**src/first_substring_match_top_macros.svh**
```systemverilog
// Assertion macros shared by the substring search RTL.
`ifndef FIRST_SUBSTRING_MATCH_TOP_MACROS_SVH
`define FIRST_SUBSTRING_MATCH_TOP_MACROS_SVH

// Same-cycle implication, checked out of reset.
`define FSUBM_ASSERT_NOW(label, ante, cons) \
  label: assert property (@(posedge clk) disable iff (rst) (ante) |-> (cons)) \
    else $error("fsubm assertion failed");

// Next-cycle implication, checked out of reset.
`define FSUBM_ASSERT_NEXT(label, ante, cons) \
  label: assert property (@(posedge clk) disable iff (rst) (ante) |=> (cons)) \
    else $error("fsubm assertion failed");

`endif

```
**src/fsubm_pkg.sv**
```systemverilog
// Package: sizes, types, register codes and helpers of the substring search.
`default_nettype none
package fsubm_pkg;

  localparam int MAX_NEEDLE  = 16;
  localparam int OFFSET_BITS = 32;

  // Longest needle the compare supports.
  localparam int CAP       = (MAX_NEEDLE < 16) ? MAX_NEEDLE : 16;
  localparam int WIN_DEPTH = CAP - 1;
  localparam int LEN_W     = $clog2(CAP + 1);

  // Queue between front and back.
  localparam int Q_DEPTH = 4;
  localparam int Q_PTR_W = $clog2(Q_DEPTH);

  // Config port.
  localparam int ADDR_W = 5;
  localparam int DATA_W = 64;

  localparam logic [1:0] REG_FIRST  = 2'd0;
  localparam logic [1:0] REG_NEXT   = 2'd1;
  localparam logic [1:0] REG_LENGTH = 2'd2;

  typedef struct packed {
    logic [7:0] hay;
    logic       last;
  } hay_word_t;

  typedef struct packed {
    logic [63:0] first;
    logic [63:0] next;
    logic [4:0]  length;
  } needle_cfg_t;

  // Byte idx of the 16-byte needle.
  function automatic logic [7:0] needle_byte(needle_cfg_t cfg, logic [3:0] idx);
    logic [127:0] all;
    all = {cfg.next, cfg.first};
    return all[{idx, 3'b000} +: 8];
  endfunction

endpackage
`default_nettype wire

```
**src/first_substring_match_top.sv**
```systemverilog
// Top level: streaming first-occurrence substring search with APB config.
//
// Haystack words (hay_byte, last_byte) enter on in_valid/in_ready, one per
// clock while in_ready is high. Each haystack yields exactly one result word
// on out_valid/out_ready: found=1 with the offset of the needle's first byte,
// or found=0, offset=0 when the last byte passes without a match. Bytes after
// a match are dropped up to and including the last byte of that haystack.
// An accepted byte passes a queue slot, then the result register, before its
// result word shows on out_valid. The back end's 16-byte window compare is
// combinational; it takes one byte per clock while bytes are queued and no
// result is stalled. A four-word queue sits between the front end and the
// matcher, and the result register lets the matcher keep going until a result
// is stalled; a stalled result then fills the queue and in_ready drops.
// Needle registers sit on the APB port at 0x00, 0x08 and 0x10 (64-bit data)
// and the user must write them only while the block is idle (not enforced).
// Synchronous reset (rst) clears the needle, the queue, the offset counter
// and the output valid.
`default_nettype none
module first_substring_match_top
  import fsubm_pkg::*;
(
  input  wire logic              clk,
  input  wire logic              rst,
  input  wire logic              in_valid,
  output logic                   in_ready,
  input  wire logic [7:0]        hay_byte,
  input  wire logic              last_byte,
  output logic                   out_valid,
  input  wire logic              out_ready,
  output logic                   found,
  output logic [31:0]            offset,
  input  wire logic              psel,
  input  wire logic              penable,
  input  wire logic              pwrite,
  input  wire logic [ADDR_W-1:0] paddr,
  input  wire logic [DATA_W-1:0] pwdata,
  output logic [DATA_W-1:0]      prdata,
  output logic                   pready
);

  needle_cfg_t cfg;
  logic        cfg_write;
  logic [1:0]  reg_sel;
  logic        q_valid;
  hay_word_t   q_word;
  logic        q_pop;

  assign pready    = 1'b1;
  assign reg_sel   = paddr[4:3];
  assign cfg_write = psel && penable && pwrite && pready;

  always_ff @(posedge clk) begin
    if (rst) begin
      cfg <= '0;
    end else if (cfg_write) begin
      case (reg_sel)
        REG_FIRST:  cfg.first  <= pwdata;
        REG_NEXT:   cfg.next   <= pwdata;
        REG_LENGTH: cfg.length <= pwdata[4:0];
        default:    ;
      endcase
    end
  end

  always_comb begin
    case (reg_sel)
      REG_FIRST:  prdata = cfg.first;
      REG_NEXT:   prdata = cfg.next;
      REG_LENGTH: prdata = DATA_W'(cfg.length);
      default:    prdata = '0;
    endcase
  end

  fsubm_front u_front (
    .clk       (clk),
    .rst       (rst),
    .in_valid  (in_valid),
    .in_ready  (in_ready),
    .hay_byte  (hay_byte),
    .last_byte (last_byte),
    .q_valid   (q_valid),
    .q_word    (q_word),
    .q_pop     (q_pop)
  );

  fsubm_back u_back (
    .clk       (clk),
    .rst       (rst),
    .cfg       (cfg),
    .q_valid   (q_valid),
    .q_word    (q_word),
    .q_pop     (q_pop),
    .out_valid (out_valid),
    .out_ready (out_ready),
    .found     (found),
    .offset    (offset)
  );

endmodule
`default_nettype wire

```
**src/fsubm_front.sv**
```systemverilog
// Front end: accepts haystack words and queues them for the matcher.
`default_nettype none
module fsubm_front
  import fsubm_pkg::*;
(
  input  wire logic       clk,
  input  wire logic       rst,
  input  wire logic       in_valid,
  output logic            in_ready,
  input  wire logic [7:0] hay_byte,
  input  wire logic       last_byte,
  output logic            q_valid,
  output hay_word_t       q_word,
  input  wire logic       q_pop
);

  hay_word_t            slots [Q_DEPTH];
  logic [Q_PTR_W-1:0]   wr_ptr;
  logic [Q_PTR_W-1:0]   rd_ptr;
  logic [Q_PTR_W:0]     count;
  logic                 push;
  logic                 pop;

  assign in_ready = (count != (Q_PTR_W+1)'(Q_DEPTH));
  assign q_valid  = (count != '0);
  assign q_word   = slots[rd_ptr];
  assign push     = in_valid && in_ready;
  assign pop      = q_pop && q_valid;

  always_ff @(posedge clk) begin
    if (push) begin
      slots[wr_ptr] <= '{hay: hay_byte, last: last_byte};
    end
  end

  always_ff @(posedge clk) begin
    if (rst) begin
      wr_ptr <= '0;
      rd_ptr <= '0;
      count  <= '0;
    end else begin
      if (push) begin
        wr_ptr <= wr_ptr + 1'b1;
      end
      if (pop) begin
        rd_ptr <= rd_ptr + 1'b1;
      end
      if (push && !pop) begin
        count <= count + 1'b1;
      end else if (pop && !push) begin
        count <= count - 1'b1;
      end
    end
  end

`include "first_substring_match_top_macros.svh"

  `FSUBM_ASSERT_NOW(a_q_bound, 1'b1, count <= (Q_PTR_W+1)'(Q_DEPTH))
  `FSUBM_ASSERT_NEXT(a_q_fill, push && !pop, count == $past(count) + 1'b1)

endmodule
`default_nettype wire

```
**src/fsubm_back.sv**
```systemverilog
// Back end: window compare, offset count and result register.
`default_nettype none
module fsubm_back
  import fsubm_pkg::*;
(
  input  wire logic        clk,
  input  wire logic        rst,
  input  wire needle_cfg_t cfg,
  input  wire logic        q_valid,
  input  wire hay_word_t   q_word,
  output logic             q_pop,
  output logic             out_valid,
  input  wire logic        out_ready,
  output logic             found,
  output logic [31:0]      offset
);

  logic [7:0]             window [WIN_DEPTH];
  logic [OFFSET_BITS-1:0] bytes_seen;
  logic                   match_reported;

  logic                   take;
  logic [LEN_W-1:0]       len_eff;
  logic [7:0]             cur [CAP];
  logic                   hit;
  logic                   eligible;
  logic [OFFSET_BITS-1:0] len_m1;
  logic [OFFSET_BITS-1:0] off;
  logic                   off_fits;
  logic                   res_valid;
  logic                   res_found;
  logic [31:0]            res_offset;

  assign take  = q_valid && (!out_valid || out_ready);
  assign q_pop = take;

  // Length above capacity counts as capacity.
  always_comb begin
    if (cfg.length > 5'(CAP)) begin
      len_eff = LEN_W'(CAP);
    end else begin
      len_eff = cfg.length[LEN_W-1:0];
    end
  end

  // cur[0] is the incoming byte, cur[k] the byte k places back.
  always_comb begin
    cur[0] = q_word.hay;
    for (int k = 1; k < CAP; k++) begin
      cur[k] = window[k-1];
    end
  end

  // Needle byte len-1-k lines up with cur[k].
  always_comb begin
    logic [4:0] jj;
    hit = 1'b1;
    for (int k = 0; k < CAP; k++) begin
      jj = 5'(len_eff) - 5'd1 - 5'(k);
      if (5'(k) < 5'(len_eff)) begin
        if (needle_byte(cfg, jj[3:0]) != cur[k]) begin
          hit = 1'b0;
        end
      end
    end
  end

  assign len_m1   = OFFSET_BITS'(len_eff) - OFFSET_BITS'(1);
  assign eligible = (bytes_seen != '1) && (bytes_seen >= len_m1);
  assign off      = bytes_seen - len_m1;
  assign off_fits = (64'(off) <= 64'h0000_0000_FFFF_FFFF);

  always_comb begin
    res_valid  = 1'b0;
    res_found  = 1'b0;
    res_offset = '0;
    if (!match_reported) begin
      if (len_eff == '0) begin
        res_valid = 1'b1;
        res_found = 1'b1;
      end else if (eligible && hit && off_fits) begin
        res_valid  = 1'b1;
        res_found  = 1'b1;
        res_offset = 32'(off);
      end
      if (q_word.last && !res_found) begin
        res_valid = 1'b1;
      end
    end
  end

  // Window is not cleared per haystack; the compare reads only current bytes.
  always_ff @(posedge clk) begin
    if (take && !match_reported) begin
      window[0] <= q_word.hay;
      for (int i = 1; i < WIN_DEPTH; i++) begin
        window[i] <= window[i-1];
      end
    end
  end

  always_ff @(posedge clk) begin
    if (rst) begin
      bytes_seen     <= '0;
      match_reported <= 1'b0;
      out_valid      <= 1'b0;
    end else begin
      if (take) begin
        out_valid <= res_valid;
      end else if (out_ready) begin
        out_valid <= 1'b0;
      end
      if (take) begin
        if (q_word.last) begin
          bytes_seen     <= '0;
          match_reported <= 1'b0;
        end else if (!match_reported) begin
          if (bytes_seen != '1) begin
            bytes_seen <= bytes_seen + 1'b1;
          end
          match_reported <= res_found;
        end
      end
    end
  end

  always_ff @(posedge clk) begin
    if (take && res_valid) begin
      found  <= res_found;
      offset <= res_offset;
    end
  end

`include "first_substring_match_top_macros.svh"

  `FSUBM_ASSERT_NEXT(a_clear_on_last, take && q_word.last,
                     (bytes_seen == '0) && !match_reported)
  `FSUBM_ASSERT_NEXT(a_match_sticks, take && !q_word.last && res_valid, match_reported)
  `FSUBM_ASSERT_NOW(a_miss_zero, out_valid && !found, offset == '0)

endmodule
`default_nettype wire

```
**config.mk**
```make
export PLATFORM = sky130hd
export DESIGN_NAME = first_substring_match_top
export DESIGN_NICKNAME = d
export VERILOG_FILES = /design/src/fsubm_pkg.sv /design/src/first_substring_match_top.sv /design/src/fsubm_front.sv /design/src/fsubm_back.sv
export VERILOG_INCLUDE_DIRS = /design/src /design/src/src
export SDC_FILE = /design/constraint.sdc
export NUM_CORES = 1
export LEC_CHECK = 0
export BUFFER_PORTS_ARGS = -buffer_cell sky130_fd_sc_hd__buf_4
export CAP_MARGIN = 40
export CORE_AREA = 4 4 183 274
export DETAILED_ROUTE_END_ITERATION = 7
export DIE_AREA = 0 0 187 278
export PLACE_DENSITY = 0.73
export RECOVER_POWER = 100
export SLEW_MARGIN = 10
export SYNTH_ARGS = -nofsm -noshare
export SYNTH_HDL_FRONTEND = slang
export SYNTH_HIERARCHICAL = 1
export SYNTH_SLANG_ARGS = --single-unit
```
**constraint.sdc**
```tcl
create_clock -name clk -period 18.05 [get_ports clk]
set_input_delay 2.7075 -clock clk [delete_from_list [all_inputs] [get_ports clk]]
set_output_delay 2.7075 -clock clk [all_outputs]
set_load 0.01 [all_outputs]
```
# After elaboration in Yosys (flattened, before gate mapping)
# Memory sizes are Yosys's and may differ from the RTL's. A register that Yosys moved wholly into a read port is not among the register bits.
# Index checks and enable logic that the tools add are counted.
[word_totals] mem_bits_rw=156 n_memories=2 input_bits=85 reg_bits=207 latchBits=0 word_cells=176 romBits=0
[mem_list] memory="u_back.window" words=15 width=8 read_ports=15 rd_clocked_by_memory_dff=0 wr=15 line="fsubm_back.sv:18" text="logic [7:0] window [WIN_DEPTH];"
[mem_list] memory="u_front.slots" words=4 width=9 read_ports=1 rd_clocked_by_memory_dff=1 wr=1 line="fsubm_front.sv:17" text="hay_word_t slots [Q_DEPTH];"
[classes] n_shift=16 mux=55 reduce_logical=29 n_mul=0 addsub=23 div=0 order_cmp=18 n_bitwise=1 eq_ne=21
[ops] operator="$shiftx 128x8->8" count=16
[ops] operator="$pmux 64 s3" count=1
[ops] operator="$ne 8x8->1" count=16
[ops] operator="$mux 32" count=3
[ops] operator="$mux 1" count=46
[ops] operator="$lt 4x5->1 const A" count=8
[ops] operator="$add 32x1->32 const B" count=1
[ops] operator="$ge 32x32->1" count=1
[ops] operator="$ne 32x32->1 const B" count=1
[ops] operator="$sub 32x32->32" count=1
[ops] operator="$sub 4x4->4 const B" count=8
[ops] operator="$lt 3x5->1 const A" count=4
[ops] operator="$sub 4x3->4 const B" count=4
[ops] operator="$logic_and 1x1->1" count=12
[ops] operator="$lt 1x5->1 const A" count=2
[ops] operator="$lt 2x5->1 const A" count=2
[ops] operator="$sub 4x1->4 const B" count=2
[ops] operator="$sub 4x2->4 const B" count=2
[ops] operator="$mux 3" count=2
[ops] operator="$reduce_and 2->1" count=3
[ops] operator="$reduce_bool 2->1" count=3
[ops] operator="$sub 5x1->6 const B" count=1
[ops] operator="$gt 5x5->1 const B" count=1
[ops] operator="$logic_not 1->1" count=5
[ops] operator="other kinds (16)" count=18

# Logic depth before layout (Yosys ltp)
[depth] ltp_word=46 depth_mapped=27

# Hierarchy
# Netlist, hierarchy kept.
[modules_own_cells] mod="fsubm_back" seq_area_each_um2=5275.1 instances=1 area_per_inst_um2=17787.1 cells_per_inst=1545
[modules_own_cells] mod="first_substring_match_top" seq_area_each_um2=2662.6 instances=1 area_per_inst_um2=6452.4 cells_per_inst=655
[modules_own_cells] mod="fsubm_front" seq_area_each_um2=1261.2 instances=1 area_per_inst_um2=1780.5 cells_per_inst=95

# Worst setup path after synthesis
# Ideal clock, no wire load.
[synth_path] kind="input port to flip-flop" from="input port out_ready" to="register u_back.found (enable)" n_path_buf=0 setup_time_ns=0.392 slack_ns=8.563 cell_stages=4 t_arrival_ns=9.095 cell_sequence="nand2b_1 nand2_1 nor2_1 o21a_1"
[synth_between] elab_chain_cells=3
[synth_rtl] element="start: declaration" line="first_substring_match_top.sv:29" text="input wire logic out_ready,"
[synth_rtl] element="$logic_or 1x1->1" line="fsubm_back.sv:34" text="assign take = q_valid && (!out_valid || out_ready);"
[synth_rtl] element="$logic_and 1x1->1" line="fsubm_back.sv:34"
[synth_rtl] element="$logic_and 1x1->1" line="fsubm_back.sv:128" text="if (take && res_valid) begin"
[synth_rtl] element="end signal: assignment" line="fsubm_back.sv:129" text="found <= res_found;"
[synth_rtl] element="end: declaration" line="fsubm_back.sv:14" text="output logic found,"
# Every way passes these cells.
# A chain may end at the register's enable or synchronous reset.

# Final worst setup path
[layout_path] from="register cfg[4] (netlist name)" to="register u_back.offset[13] (enable)"
[layout_between] elab_chain_cells=46
[layout_rtl] element="$gt 5x5->1" line="fsubm_back.sv:39" text="if (cfg.length > 5'(CAP)) begin"
[layout_rtl] element="$mux 5 *" line="fsubm_back.sv:39"
[layout_rtl] element="branches (longest 37 deep; another with $sub 4x1->4)"
[layout_rtl] element="$mux 1 *" line="fsubm_back.sv:78" text="if (len_eff == '0) begin"
[layout_rtl] element="$mux 1" line="fsubm_back.sv:77" text="if (!match_reported) begin"
[layout_rtl] element="$logic_not 1->1" line="fsubm_back.sv:86" text="if (q_word.last && !res_found) begin"
[layout_rtl] element="$logic_and 1x1->1" line="fsubm_back.sv:86"
[layout_rtl] element="$mux 1 *" line="fsubm_back.sv:86"
[layout_rtl] element="$mux 1 *" line="fsubm_back.sv:77"
[layout_rtl] element="$logic_and 1x1->1 *" line="fsubm_back.sv:128"
[layout_rtl] element="end signal: assignment" line="fsubm_back.sv:130" text="offset <= res_offset;"
[layout_rtl] element="end: declaration" line="fsubm_back.sv:15" text="output logic [31:0] offset"
# Mark *: on every way between the ends. The select of a mux whose other input is x is not followed.

==> results_dict.tcl <==
set metrics [dict create \
    htreeDepth 2 \
    synth_cells 2295 \
    critPathCaptureType "register" \
    dpl_cell_area_sq_mm 0.02776 \
    synth_top_area_cell "edfxtp_1" \
    routed-via-count 20102 \
    p_leak_nw 10.59 \
    crit_chain "clkbuf_1, or2b_1, clkbuf_1, ha_1, nor3b_2, nor3_2, buf_4, clkinvlp_2, ha_1, a21oi_1, xnor2_2, clkbuf_1, mux4_2, xnor2_1, nand4_1, or4_1, a21oi_1, o211ai_1, o21ai_0, o21a_1, buf_4" \
    synth_cell_type_count 94 \
    via_per_inst 6.610 \
    synthArstFlopShare 0 \
    r2r-start "cfg[4]$_SDFFE_PP0P_" \
    drv_cap 10 \
    gr-total-overflow 0 \
    diodes 0 \
    worstMarginPinSlew_ns 3.688 \
    syn_nets 2431 \
    reg2reg_depth 21 \
    ys.flop_type "edfxtp_1" \
    synth.avg_cell_area_sq_um 11.34 \
    clock-sinks 365 \
    finalSetupViolCount 0 \
    synth.most_common_cell "mux2i_1" \
    fp.dieH_um 278 \
    routed_wl_um 82400 \
    power.density_mw_per_mm2 98.21 \
    core_area_sq_mm 0.04758 \
    critical_path.endpoint "u_back/offset[13]$_SDFFCE_PP0P_" \
    crit_arrival_ns 12.69 \
    start_kind "register" \
    outcome "finished with violations" \
    start_util 0.5469 \
    final_area_sq_mm 0.02852 \
    finalHoldViolCount 0 \
    place_hpwl_um 62030 \
    reg2reg_to "u_back/offset[13]$_SDFFCE_PP0P_" \
    tritoncts.num_buffers 38 \
    whs_ns 0.4755 \
    critical_path_class "register to register" \
    antenna_found_initial 0 \
    setup_tns_ns 0 \
    firstDrtPassIters 5 \
    grt_max_degree 121 \
    nNetsFinal 2548 \
    cts_tree "done" \
    min_period_ns 12.49 \
    hold_class "register to register" \
    synth_edf_count 189 \
    violations "max-capacitance violations, max-slew violations" \
    die-area_sq_mm 0.05199 \
    num-fill-cells 4110 \
    crit_buf_inv 6 \
    worstPathMaxFanout 33 \
    root_buffer "clkbuf_16" \
    grt_usage 0.3086 \
    fin_util 0.5995 \
    synth_common_cells "439 x mux2i_1, 214 x nand2b_1, 189 x edfxtp_1" \
    portBuffers 180 \
    syn2layout_area_growth_pct 9.622 \
    drc 0 \
    clock_latency_ns 0.55 \
    cp.required_ns 18.25 \
    ys_seq_area_frac 0.3535 \
    yosysTopAreaCellShare 0.2181 \
    wl_per_cell_um 27.10 \
    cp_top_family "buffers and inverters" \
    clock-skew-final_ns 0.01827 \
    rows 98 \
    drt-initial-drc-count 1979 \
    postRouteAntennaNets 0 \
    slew_violations 500 \
    slew_headroom -1.459 \
    synthTopCellsByArea "edfxtp_1 22%, mux2i_1 17%, mux4_2 14%, dfxtp_1 14%, nand2b_1 5.1%" \
    max_freq_mhz 80.09 \
    ioPinCount 185 \
    yosysWarnings 6 \
    drive_above_1_share 0.1524 \
    ys_ff_latch 365 \
    grt_pass1_wl_um 123800 \
    netlist_area_sq_mm 0.02602 \
    worst_path_most_repeated_cell "clkbuf_1" \
    cpMaxStageDelayCell "clkinvlp_2" \
    rsz0062_at_grt "false" \
    clk_path_buf_depth 3 \
    clk_pin_slew_ns 0.07 \
    min_period_over_period 0.6917 \
    grt_pass1_vias 20141 \
    critical-path-max-stage-delay_ns 1.57 \
    die-width_um 187 \
    postCtsSetupRepairBufs 0 \
    rrSetupSlack_ns 5.56 \
    vdd_drop_max_mv 0.1003 \
    cp.depth 21 \
    cts_hold_buffers 0 \
    cts_resized 0 \
    gp_congestion 0.9807 \
    crit_start "cfg[4]$_SDFFE_PP0P_" \
]
==> worst min-delay path by stage <==
stage	from	slack (ns)	endpoint	depth (start not counted)
2_1_floorplan	u_back/window[0][20]$_DFFE_PP_	0.45	u_back/window[0][28]$_DFFE_PP_	0
3_3_place_gp	u_back/window[0][58]$_DFFE_PP_	0.45	u_back/window[1][2]$_DFFE_PP_	0
3_5_place_dp	u_back/window[0][58]$_DFFE_PP_	0.46	u_back/window[1][2]$_DFFE_PP_	0
4_1_cts	u_back/window[0][63]$_DFFE_PP_	0.46	u_back/window[1][7]$_DFFE_PP_	0
5_1_grt	u_back/window[0][63]$_DFFE_PP_	0.48	u_back/window[1][7]$_DFFE_PP_	0
6_report	u_back/window[0][63]$_DFFE_PP_	0.48	u_back/window[1][7]$_DFFE_PP_	0
==> where the power goes <==
part / switching (W) / internal (W)
clock: 0.000343 / 0.000433
combinational: 0.000422 / 0.000228
sequential: 0.000166 / 0.00121
total: 0.000931 / 0.00187
==> state kept, by name, summed over array words and instances (netlist names), named ones only <==
signal / cells
u_back/out_valid: 1
u_back/match_reported: 1
u_back/offset: 32
u_back/window: 120
u_front/count: 3
cfg: 133
u_front/rd_ptr: 2
u_front/wr_ptr: 2
u_back/bytes_seen: 32
u_back/found: 1
u_front/slots: 36
==> layer usage <==
layer  global-route usage  vias up  share of wire
met3              0.04316      242          0.067
li1                     -     8882              -
met2               0.5273     1015           0.49
met5                    0        -              0
met4               0.2153        0          0.086
met1               0.3588     9963           0.36
==> worst reg2reg max path, cell delays in order (launching register included) <==
cell and delay [ns]:
dfxtp_1 0.32, clkbuf_1 1.12, or2b_1 1.03, clkbuf_1 1.33, ha_1 0.59, nor3b_2 0.13
nor3_2 0.16, buf_4 0.31, clkinvlp_2 1.59, ha_1 1.01, a21oi_1 0.24, xnor2_2 0.16
clkbuf_1 1.15, mux4_2 0.66, xnor2_1 0.47, nand4_1 0.16, or4_1 0.59, a21oi_1 0.25
o211ai_1 0.17, o21ai_0 0.16, o21a_1 0.15, buf_4 0.36
==> cell usage in the layout (no fill, tap or decap), types with 7 or more instances in the layout <==
| master | count |
|---|---|
| nor3b_1 | 21 |
| ha_1 | 48 |
| edfxtp_1 | 189 |
| clkbuf_1 | 131 |
| or3_1 | 9 |
| a211oi_1 | 12 |
| dfxtp_1 | 175 |
| nand4_1 | 29 |
| a31oi_1 | 10 |
| nand2_1 | 64 |
| nand2b_1 | 214 |
| o211ai_1 | 8 |
| o22ai_1 | 8 |
| mux4_2 | 167 |
| nor2_1 | 155 |
| a21o_1 | 16 |
| and3_1 | 15 |
| inv_1 | 22 |
| xnor2_1 | 105 |
| xor2_1 | 80 |
| clkbuf_16 | 39 |
| nand3_1 | 34 |
| and2_1 | 9 |
| nor2b_1 | 17 |
| a32oi_1 | 8 |
| a22oi_1 | 8 |
| mux2i_1 | 439 |
| o2111ai_1 | 13 |
| o21a_1 | 12 |
| o21ai_0 | 54 |
| buf_4 | 100 |
| a21oi_1 | 41 |
| mux2_2 | 7 |
| nor3_1 | 25 |
| nor4_1 | 28 |
==> layout make-up <==
cell class	instances	area, sq um	area share
Multi-Input combinational cell	1753	15930	0.5584
Clock inverter	12	111.4	0.003904
Timing Repair Buffer	225	1331	0.04667
Clock buffer	57	1084	0.03799
Inverter	29	117.6	0.004123
Sequential cell	365	9200	0.3225
Tap cell	600	750.7	0.02632
==> per-stage QoR <==
| step | instances | power, W | setup slack [ns] |
|---|---|---|---|
| floorplan | 2295 | 0.001756 | 8.563 |
| global placement | 2964 | 0.002025 | 10.71 |
| detailed placement | 2970 | 0.002046 | 10.64 |
| CTS | 3039 | 0.002825 | 10.66 |
| global route | 3041 | 0.002897 | 5.129 |
| finish | 3041 | 0.002801 | 5.564 |
==> cells by family (layout without fill, tap and decap cells) <==
kind of cell,Yosys count,after routing,synth area share
other,1,1,0.0001441
multiplexers,614,614,0.3170
XOR/XNOR,189,189,0.06492
AO/OA/AOI/OAI,234,234,0.06266
adder cells (fa/ha/maj),51,51,0.02510
AND/OR/NAND/NOR,664,664,0.1411
buffers and inverters,177,323,0.03549
flip-flops,365,365,0.3535
Note: power is estimated with default switching activity, not from simulation.
